`config.mk`:
```
export PLATFORM = sky130hd
export DESIGN_NAME = extent_map_request_splitter_core
export DESIGN_NICKNAME = d
export VERILOG_FILES = /design/src/emrs_pkg.sv /design/src/extent_map_request_splitter_core.sv
export VERILOG_INCLUDE_DIRS = /design/src /design/src/src
export SDC_FILE = /design/constraint.sdc
export NUM_CORES = 2
export LEC_CHECK = 0
export ABC_CLOCK_PERIOD_IN_PS = 17700
export BUFFER_PORTS_ARGS = -buffer_cell sky130_fd_sc_hd__buf_2
export CORE_MARGIN = 3
export CORE_UTILIZATION = 39
export DETAILED_ROUTE_END_ITERATION = 8
export PLACE_DENSITY = 0.65
export REMOVE_ABC_BUFFERS = 1
export SLEW_MARGIN = 15
export SYNTH_ARGS = -nofsm -noshare
export SYNTH_HDL_FRONTEND = slang
export SYNTH_SLANG_ARGS = --single-unit
export TNS_END_PERCENT = 50
```
`constraint.sdc`:
```
create_clock -name clock -period 17.7 [get_ports clock]
set_clock_uncertainty 0.15 [all_clocks]
set_input_delay 1.77 -clock clock [delete_from_list [all_inputs] [get_ports clock]]
set_output_delay 1.77 -clock clock [all_outputs]
set_load 0.01 [all_outputs]
```
`src/extent_map_request_splitter_core_assert.svh`:
```
// assertion macros for the extent map request splitter
`ifndef EXTENT_MAP_REQUEST_SPLITTER_CORE_ASSERT_SVH
`define EXTENT_MAP_REQUEST_SPLITTER_CORE_ASSERT_SVH

// same-cycle implication, checked out of reset
`define EMRS_ASSERT_NOW(label, ante, cons, msg) \
   label: assert property (@(posedge clock) disable iff (reset) (ante) |-> (cons)) \
      else $error(msg);

// next-cycle implication, checked out of reset
`define EMRS_ASSERT_NEXT(label, ante, cons, msg) \
   label: assert property (@(posedge clock) disable iff (reset) (ante) |=> (cons)) \
      else $error(msg);

`endif

```
`src/emrs_pkg.sv`:
```
// shared types and constants of the extent map request splitter
package emrs_pkg;

   localparam int MAX_EXTENTS = 16;
   localparam int IDX_W       = 4;
   localparam int CNT_W       = 5;
   localparam int SECTOR_BITS = 9;

   localparam logic [1:0] OP_LOAD  = 2'd0;
   localparam logic [1:0] OP_READ  = 2'd1;
   localparam logic [1:0] OP_WRITE = 2'd2;

   localparam logic [2:0] STATUS_SEGMENT  = 3'd0;
   localparam logic [2:0] STATUS_DONE     = 3'd1;
   localparam logic [2:0] STATUS_LOAD_ACK = 3'd2;
   localparam logic [2:0] STATUS_RANGE    = 3'd3;
   localparam logic [2:0] STATUS_FAULT    = 3'd4;

   typedef struct packed {
      logic [1:0]  op;
      logic [3:0]  entry_index;
      logic [7:0]  carrier_file;
      logic [47:0] carrier_offset;
      logic [47:0] carrier_length;
      logic [51:0] logical_offset;
      logic [31:0] request_length;
   } req_word_type;

   typedef struct packed {
      logic [2:0]  status;
      logic [7:0]  seg_file;
      logic [48:0] seg_offset;
      logic [31:0] seg_length;
      logic        is_write;
      logic [3:0]  seg_number;
      logic        last;
   } rsp_word_type;

endpackage

```
`src/extent_map_request_splitter_core.sv`:
```
// extent map request splitter: extent table, range check and segment sequencer
// A word is taken when start is high and busy is low; results leave one per
// strobe and cannot be held off. Offset and length arithmetic runs through one
// 53-bit add/subtract unit stepped by a small sequencer. A load answers from
// ST_LOAD, an empty request or an unused opcode gives its result in the cycle
// after it is taken, a rejected request answers from ST_RANGE1 or ST_RANGE2.
// For a mapped request the extent scan walks the table once per request, one
// entry per cycle, and each segment then needs five steps of the shared unit
// (offset within, room left, take, carrier offset, advance). Busy stays high
// until the last result of the word is out.
`include "extent_map_request_splitter_core_assert.svh"

module extent_map_request_splitter_core (
   input  logic                   clock,
   input  logic                   reset,
   input  logic                   start,
   output logic                   busy,
   input  emrs_pkg::req_word_type req_word,
   output logic                   rsp_strobe,
   output emrs_pkg::rsp_word_type rsp_word
);
   import emrs_pkg::*;

   typedef enum logic [9:0] {
      ST_IDLE    = 10'b00_0000_0001,
      ST_LOAD    = 10'b00_0000_0010,
      ST_RANGE1  = 10'b00_0000_0100,
      ST_RANGE2  = 10'b00_0000_1000,
      ST_SCAN    = 10'b00_0001_0000,
      ST_WITHIN  = 10'b00_0010_0000,
      ST_AVAIL   = 10'b00_0100_0000,
      ST_TAKE    = 10'b00_1000_0000,
      ST_EMIT    = 10'b01_0000_0000,
      ST_ADVANCE = 10'b10_0000_0000
   } state_type;

   state_type    state_ff, state_in;
   req_word_type req_ff, req_in;
   logic [CNT_W-1:0] entries_loaded_ff, entries_loaded_in;
   logic [52:0]  total_ff, total_in;
   logic [51:0]  cur_ff, cur_in;
   logic [31:0]  rem_ff, rem_in;
   logic [52:0]  acc_ff, acc_in;
   logic [51:0]  within_ff, within_in;
   logic [31:0]  take_ff, take_in;
   logic [CNT_W-1:0] scan_ff, scan_in;
   logic [IDX_W-1:0] pick_ff, pick_in;
   logic         found_ff, found_in;
   logic [CNT_W-1:0] count_ff, count_in;
   logic         rsp_strobe_ff, rsp_strobe_in;
   rsp_word_type rsp_word_ff, rsp_word_in;

   logic [7:0]   ext_file [MAX_EXTENTS];
   logic [47:0]  ext_carrier_start [MAX_EXTENTS];
   logic [47:0]  ext_aligned_length [MAX_EXTENTS];
   logic [51:0]  ext_logical_start [MAX_EXTENTS];

   logic [IDX_W-1:0] rd_idx;
   logic         ext_we;
   logic [47:0]  aligned;
   logic         wr;
   logic [52:0]  alu_a, alu_b;
   logic         alu_sub;
   logic [53:0]  alu_sum;
   logic         alu_borrow;

   assign rd_idx  = (state_ff == ST_SCAN) ? scan_ff[IDX_W-1:0] : pick_ff;
   assign aligned = {req_ff.carrier_length[47:SECTOR_BITS], {SECTOR_BITS{1'b0}}};
   assign wr      = (req_ff.op == OP_WRITE);

   // shared add/subtract unit
   assign alu_sum    = {1'b0, alu_a} + {1'b0, (alu_sub ? ~alu_b : alu_b)} + 54'(alu_sub);
   assign alu_borrow = alu_sub & ~alu_sum[53];

   always_comb begin
      state_in          = state_ff;
      req_in            = req_ff;
      entries_loaded_in = entries_loaded_ff;
      total_in          = total_ff;
      cur_in            = cur_ff;
      rem_in            = rem_ff;
      acc_in            = acc_ff;
      within_in         = within_ff;
      take_in           = take_ff;
      scan_in           = scan_ff;
      pick_in           = pick_ff;
      found_in          = found_ff;
      count_in          = count_ff;
      rsp_strobe_in     = 1'b0;
      rsp_word_in       = '0;
      ext_we            = 1'b0;
      alu_a             = '0;
      alu_b             = '0;
      alu_sub           = 1'b0;
      unique case (state_ff)
         ST_IDLE: begin
            if (start) begin
               req_in = req_word;
               cur_in = req_word.logical_offset;
               rem_in = req_word.request_length;
               unique case (req_word.op) inside
                  OP_LOAD: begin
                     if (req_word.entry_index != '0 &&
                         {1'b0, req_word.entry_index} != entries_loaded_ff) begin
                        rsp_strobe_in      = 1'b1;
                        rsp_word_in.status = STATUS_RANGE;
                        rsp_word_in.last   = 1'b1;
                     end else begin
                        state_in = ST_LOAD;
                     end
                  end
                  OP_READ, OP_WRITE: begin
                     if (req_word.request_length == '0) begin
                        rsp_strobe_in        = 1'b1;
                        rsp_word_in.status   = STATUS_DONE;
                        rsp_word_in.is_write = (req_word.op == OP_WRITE);
                        rsp_word_in.last     = 1'b1;
                     end else begin
                        state_in = ST_RANGE1;
                     end
                  end
                  default: begin
                     rsp_strobe_in      = 1'b1;
                     rsp_word_in.status = STATUS_RANGE;
                     rsp_word_in.last   = 1'b1;
                  end
               endcase
            end
         end
         ST_LOAD: begin
            alu_a             = (req_ff.entry_index == '0) ? '0 : total_ff;
            alu_b             = {5'b0, aligned};
            ext_we            = 1'b1;
            total_in          = alu_sum[52:0];
            entries_loaded_in = CNT_W'({1'b0, req_ff.entry_index} + 5'd1);
            rsp_strobe_in      = 1'b1;
            rsp_word_in.status = STATUS_LOAD_ACK;
            rsp_word_in.last   = 1'b1;
            state_in          = ST_IDLE;
         end
         ST_RANGE1: begin
            alu_a   = total_ff;
            alu_b   = {1'b0, cur_ff};
            alu_sub = 1'b1;
            acc_in  = alu_sum[52:0];
            if (alu_borrow) begin
               rsp_strobe_in        = 1'b1;
               rsp_word_in.status   = STATUS_RANGE;
               rsp_word_in.is_write = wr;
               rsp_word_in.last     = 1'b1;
               state_in             = ST_IDLE;
            end else begin
               state_in = ST_RANGE2;
            end
         end
         ST_RANGE2: begin
            alu_a   = acc_ff;
            alu_b   = {21'b0, rem_ff};
            alu_sub = 1'b1;
            if (alu_borrow) begin
               rsp_strobe_in        = 1'b1;
               rsp_word_in.status   = STATUS_RANGE;
               rsp_word_in.is_write = wr;
               rsp_word_in.last     = 1'b1;
               state_in             = ST_IDLE;
            end else begin
               scan_in  = '0;
               pick_in  = '0;
               found_in = 1'b0;
               count_in = '0;
               state_in = ST_SCAN;
            end
         end
         ST_SCAN: begin
            // last loaded extent that starts at or below the current offset
            alu_a   = {1'b0, cur_ff};
            alu_b   = {1'b0, ext_logical_start[rd_idx]};
            alu_sub = 1'b1;
            if (scan_ff < entries_loaded_ff && !alu_borrow) begin
               pick_in  = scan_ff[IDX_W-1:0];
               found_in = 1'b1;
               scan_in  = scan_ff + 5'd1;
            end else begin
               state_in = ST_WITHIN;
            end
         end
         ST_WITHIN: begin
            alu_a     = {1'b0, cur_ff};
            alu_b     = {1'b0, ext_logical_start[rd_idx]};
            alu_sub   = 1'b1;
            within_in = alu_sum[51:0];
            if (!found_ff || count_ff[CNT_W-1]) begin
               rsp_strobe_in        = 1'b1;
               rsp_word_in.status   = STATUS_FAULT;
               rsp_word_in.is_write = wr;
               rsp_word_in.last     = 1'b1;
               state_in             = ST_IDLE;
            end else begin
               state_in = ST_AVAIL;
            end
         end
         ST_AVAIL: begin
            alu_a   = {5'b0, ext_aligned_length[rd_idx]};
            alu_b   = {1'b0, within_ff};
            alu_sub = 1'b1;
            acc_in  = alu_sum[52:0];
            if (alu_borrow || alu_sum[52:0] == '0) begin
               rsp_strobe_in        = 1'b1;
               rsp_word_in.status   = STATUS_FAULT;
               rsp_word_in.is_write = wr;
               rsp_word_in.last     = 1'b1;
               state_in             = ST_IDLE;
            end else begin
               state_in = ST_TAKE;
            end
         end
         ST_TAKE: begin
            alu_a   = {21'b0, rem_ff};
            alu_b   = acc_ff;
            alu_sub = 1'b1;
            if (alu_borrow) begin
               take_in = rem_ff;
               rem_in  = '0;
            end else begin
               take_in = acc_ff[31:0];
               rem_in  = alu_sum[31:0];
            end
            state_in = ST_EMIT;
         end
         ST_EMIT: begin
            alu_a = {5'b0, ext_carrier_start[rd_idx]};
            alu_b = {1'b0, within_ff};
            rsp_strobe_in          = 1'b1;
            rsp_word_in.status     = STATUS_SEGMENT;
            rsp_word_in.seg_file   = ext_file[rd_idx];
            rsp_word_in.seg_offset = alu_sum[48:0];
            rsp_word_in.seg_length = take_ff;
            rsp_word_in.is_write   = wr;
            rsp_word_in.seg_number = count_ff[IDX_W-1:0];
            rsp_word_in.last       = (rem_ff == '0);
            count_in               = count_ff + 5'd1;
            state_in               = ST_ADVANCE;
         end
         ST_ADVANCE: begin
            alu_a    = {1'b0, cur_ff};
            alu_b    = {21'b0, take_ff};
            cur_in   = alu_sum[51:0];
            state_in = (rem_ff == '0) ? ST_IDLE : ST_SCAN;
         end
         default: begin
            state_in = ST_IDLE;
         end
      endcase
   end

   always_ff @(posedge clock) begin
      if (reset) begin
         state_ff          <= ST_IDLE;
         entries_loaded_ff <= '0;
         total_ff          <= '0;
         rsp_strobe_ff     <= 1'b0;
         found_ff          <= 1'b0;
         count_ff          <= '0;
         scan_ff           <= '0;
         pick_ff           <= '0;
      end else begin
         state_ff          <= state_in;
         entries_loaded_ff <= entries_loaded_in;
         total_ff          <= total_in;
         rsp_strobe_ff     <= rsp_strobe_in;
         found_ff          <= found_in;
         count_ff          <= count_in;
         scan_ff           <= scan_in;
         pick_ff           <= pick_in;
      end
   end

   always_ff @(posedge clock) begin
      req_ff      <= req_in;
      cur_ff      <= cur_in;
      rem_ff      <= rem_in;
      acc_ff      <= acc_in;
      within_ff   <= within_in;
      take_ff     <= take_in;
      rsp_word_ff <= rsp_word_in;
   end

   // extent table
   always_ff @(posedge clock) begin
      if (ext_we) begin
         ext_file[req_ff.entry_index]           <= req_ff.carrier_file;
         ext_carrier_start[req_ff.entry_index]  <= req_ff.carrier_offset;
         ext_aligned_length[req_ff.entry_index] <= aligned;
         ext_logical_start[req_ff.entry_index]  <= alu_a[51:0];
      end
   end

   assign busy       = (state_ff != ST_IDLE);
   assign rsp_strobe = rsp_strobe_ff;
   assign rsp_word   = rsp_word_ff;

   `EMRS_ASSERT_NEXT(a_more_follows, rsp_strobe && !rsp_word.last, busy, "word ended early")
   `EMRS_ASSERT_NOW(a_single_last, rsp_strobe && rsp_word.status != STATUS_SEGMENT, rsp_word.last, "non-segment result not last")
   `EMRS_ASSERT_NOW(a_seg_nonempty, rsp_strobe && rsp_word.status == STATUS_SEGMENT, rsp_word.seg_length != '0, "empty segment")
   `EMRS_ASSERT_NOW(a_ack_loaded, rsp_strobe && rsp_word.status == STATUS_LOAD_ACK, entries_loaded_ff != '0 && entries_loaded_ff <= CNT_W'(MAX_EXTENTS), "load ack with bad table count")

endmodule
```
==> impl_metrics.tcl <==
set metrics [dict create \
    outcome "complete, no violations" \
    final.setup.tns_ns 0 \
    avgSynthCellArea_sq_um 12.53 \
    yosysWarnings 0 \
    place.gp.congestion 0.9417 \
    drcViolationCount 0 \
    r2r-start "state_ff[1]$_SDFFE_PP0P_" \
    finalNonFillerCells 13590 \
    worstHoldPathType "register to register" \
    dpl_cell_area_sq_mm 0.1221 \
    cts.sinks 2856 \
    critical_path_class "register to register" \
    fin_total_pwr_mw 14.68 \
    maxCapViolCount 0 \
    cp.required_ns 18.38 \
    fin_crit_sh_pct 70.14 \
    syn2layout_area_growth_pct 13.58 \
    synthFlopType "edfxtp_1" \
    clock_path_buffers 4 \
    ys_seq_area_share_pct 72.13 \
    setup_viol 0 \
    relSlewSlack_pct 20.42 \
    synth_top_cell_by_area "edfxtp_1" \
    power_density_mw_per_mm2 111.0 \
    drt-total-wl_mm 374.2 \
    initial_utilization_pct 39.38 \
    critPathMaxFanout 154 \
    synth.top_cell.area_share_pct 69.00 \
    insertion_delay_ns 0.93 \
    start_kind "register" \
    synth.area.top_cells "edfxtp_1 (69%), nand2_1 (8.6%), nand3_1 (4.5%), dfxtp_1 (3.1%), a311oi_1 (2.9%)" \
    die_x_microns 552.3 \
    antenna_found_initial 36 \
    cts_setup_buffers 0 \
    final_cell_area_sq_mm 0.1322 \
    hpwl_mm 205.1 \
    die_h_microns 552.3 \
    h-tree-depth 5 \
    yosys-top-cells-count "edfxtp_1 (2,674), nand2_1 (2,667), nand3_1 (1,050), clkbuf_1 (544), a311oi_1 (390)" \
    post-synth-top-count-cell "edfxtp_1" \
    p_leak_nw 45.90 \
    multi_input_area_sq_mm 0.02998 \
    io_buffer_count 287 \
    rsz0062_at_grt "false" \
    fillers 26202 \
    boundaryPins 297 \
    period_needed_ns 12.41 \
    cts_hold_buffers 0 \
    crit_top_cell "a311oi_1" \
    grt_max_degree 187 \
    die_area_sq_mm 0.3050 \
    syn_area_sq_mm 0.1164 \
    async_reset_ff_share_pct 0 \
    maxSlewViolCount 0 \
    grt_pass1_wl_mm 535.4 \
    cp.arrival_ns 13.09 \
    slowest_stage "xnor2_1" \
    worst_pin_slew_ns 1.185 \
    cts_tree "yes" \
    min_from "total_ff[28]$_SDFFE_PP0P_" \
    ys_types 90 \
    cts_resized 0 \
    vdd_drop_max_uv 73.65 \
    synth-edff-count 2674 \
    clock-root-buffer "clkbuf_16" \
    ys_ff_latch 2856 \
    hold_viol 0 \
    core-area_sq_mm 0.2956 \
    synthesis.instances 9286 \
    max_stage_delay_ns 0.78 \
    track_usage_pct 23.66 \
    overflow 0 \
    avgViaCountPerCell 5.883 \
    placed_cells 13006 \
    cts_buffers 307 \
    dr.pass1.iters 9 \
    vias 79953 \
    grt_pass1_vias 76625 \
    row_count 199 \
    fin_nets 9660 \
    cts.clk_slew.worst_paths_ns 0.06 \
    ant_nets 0 \
    layout.area.seq_sq_mm 0.08394 \
    endpoint_kind "register" \
    drt_iter0_markers 10165 \
    wire_per_inst_microns 27.53 \
    fmax_ghz 0.08055 \
    drive_gt1_share_pct 10.42 \
    critPathLaunch "state_ff[1]$_SDFFE_PP0P_" \
]
==> state kept, by name, summed over array words and instances, names as in the netlist, 10 cells and up <==
signal / cells
aligned: 39
state_ff: 10
rem_ff: 32
total_ff: 53
ext_file: 128
ext_aligned_length: 624
acc_ff: 53
within_ff: 52
cur_ff: 52
req_ff: 62
ext_carrier_start: 768
take_ff: 32
rsp_word: 98
ext_logical_start: 832
==> layer usage <==
metal | part of all wire [%] | wire, microns | global-route usage [%] | vias up
met4 | 7.0 | 26290 | 15.22 | 12
met3 | 9.9 | 36940 | 4.182 | 974
met5 | 0.021 | 78 | 0 | -
met2 | 45 | 170000 | 36.70 | 4704
met1 | 38 | 140900 | 30.75 | 39675
li1 | - | - | - | 34588
==> final cells by class <==
class                           instances  area share, %
Sequential cell                      2856          63.51
Multi-Input combinational cell       5704          22.68
Clock buffer                          398          6.240
Tap cell                             3919          3.710
Timing Repair Buffer                  451          2.281
Clock inverter                        160          1.311
Inverter                               77         0.2244
Antenna cell                           25        0.04733
==> critical path, delay by kind of cell, from the launching register on <==
kind                       cells  cell delay, ns
xor gates and xnor gates       1            0.78
AOI/OAI and AO/OA             10            3.66
adders and majority gates      1            0.45
and+or+nand+nor               13            5.23
buffers and inverters          3            1.48
DFF                            1            0.37
==> logic make-up after synthesis <==
logic type,Yosys count,share of synthesized area (%)
adder cells (fa/ha/maj),66,0.7161
XOR/XNOR,109,0.8268
flip-flops,2856,72.13
buffers and inverters,726,2.368
AND/OR/NAND/NOR,4339,16.14
multiplexers,56,0.5257
AO/OA/AOI/OAI,1134,7.292
==> final timing paths <==
path / endpoint / slack, ns / depth (start not counted)
setup / recovery: rsp_strobe$_SDFF_PP0_ / 5.29 / 28
hold / removal: total_ff[28]$_SDFFE_PP0P_ / 0.31 / 2
setup reg to reg: rsp_strobe$_SDFF_PP0_ / 5.29 / 28
hold reg to reg: total_ff[28]$_SDFFE_PP0P_ / 0.31 / 2
==> report_power, final <==
part	leakage [nW]	internal, mW	total [mW]	switching [mW]
clock network	4.84	3.65	6.37	2.72
registers	25.7	7.62	7.84	0.225
logic	15.3	0.101	0.460	0.360
==> through the flow <==
step                      util [%]  hold slack (ns)  setup slack (ns)
final                        44.72           0.3057             5.286
after global placement       41.31           0.2909             6.082
after detailed placement     41.31           0.2970             5.980
after floorplan                  -           0.2797            -11.97
after CTS                    44.69           0.3051             5.925
after global routing         44.71           0.3205             5.151
==> placed cells by master (no fill, tap or decap), types with 65 or more instances in the layout <==
master	n
a21oi_1	210
a222oi_1	70
a22oi_1	88
a311oi_1	390
a31oi_1	110
and3_1	195
buf_2	286
buf_4	138
clkbuf_1	72
clkbuf_16	310
dfxtp_1	182
edfxtp_1	2674
ha_1	65
inv_1	75
nand2_1	2663
nand3_1	1050
nor2_1	155
o21ai_0	80
xor2_1	68
No activity file was read; power rests on OpenSTA's default activity.
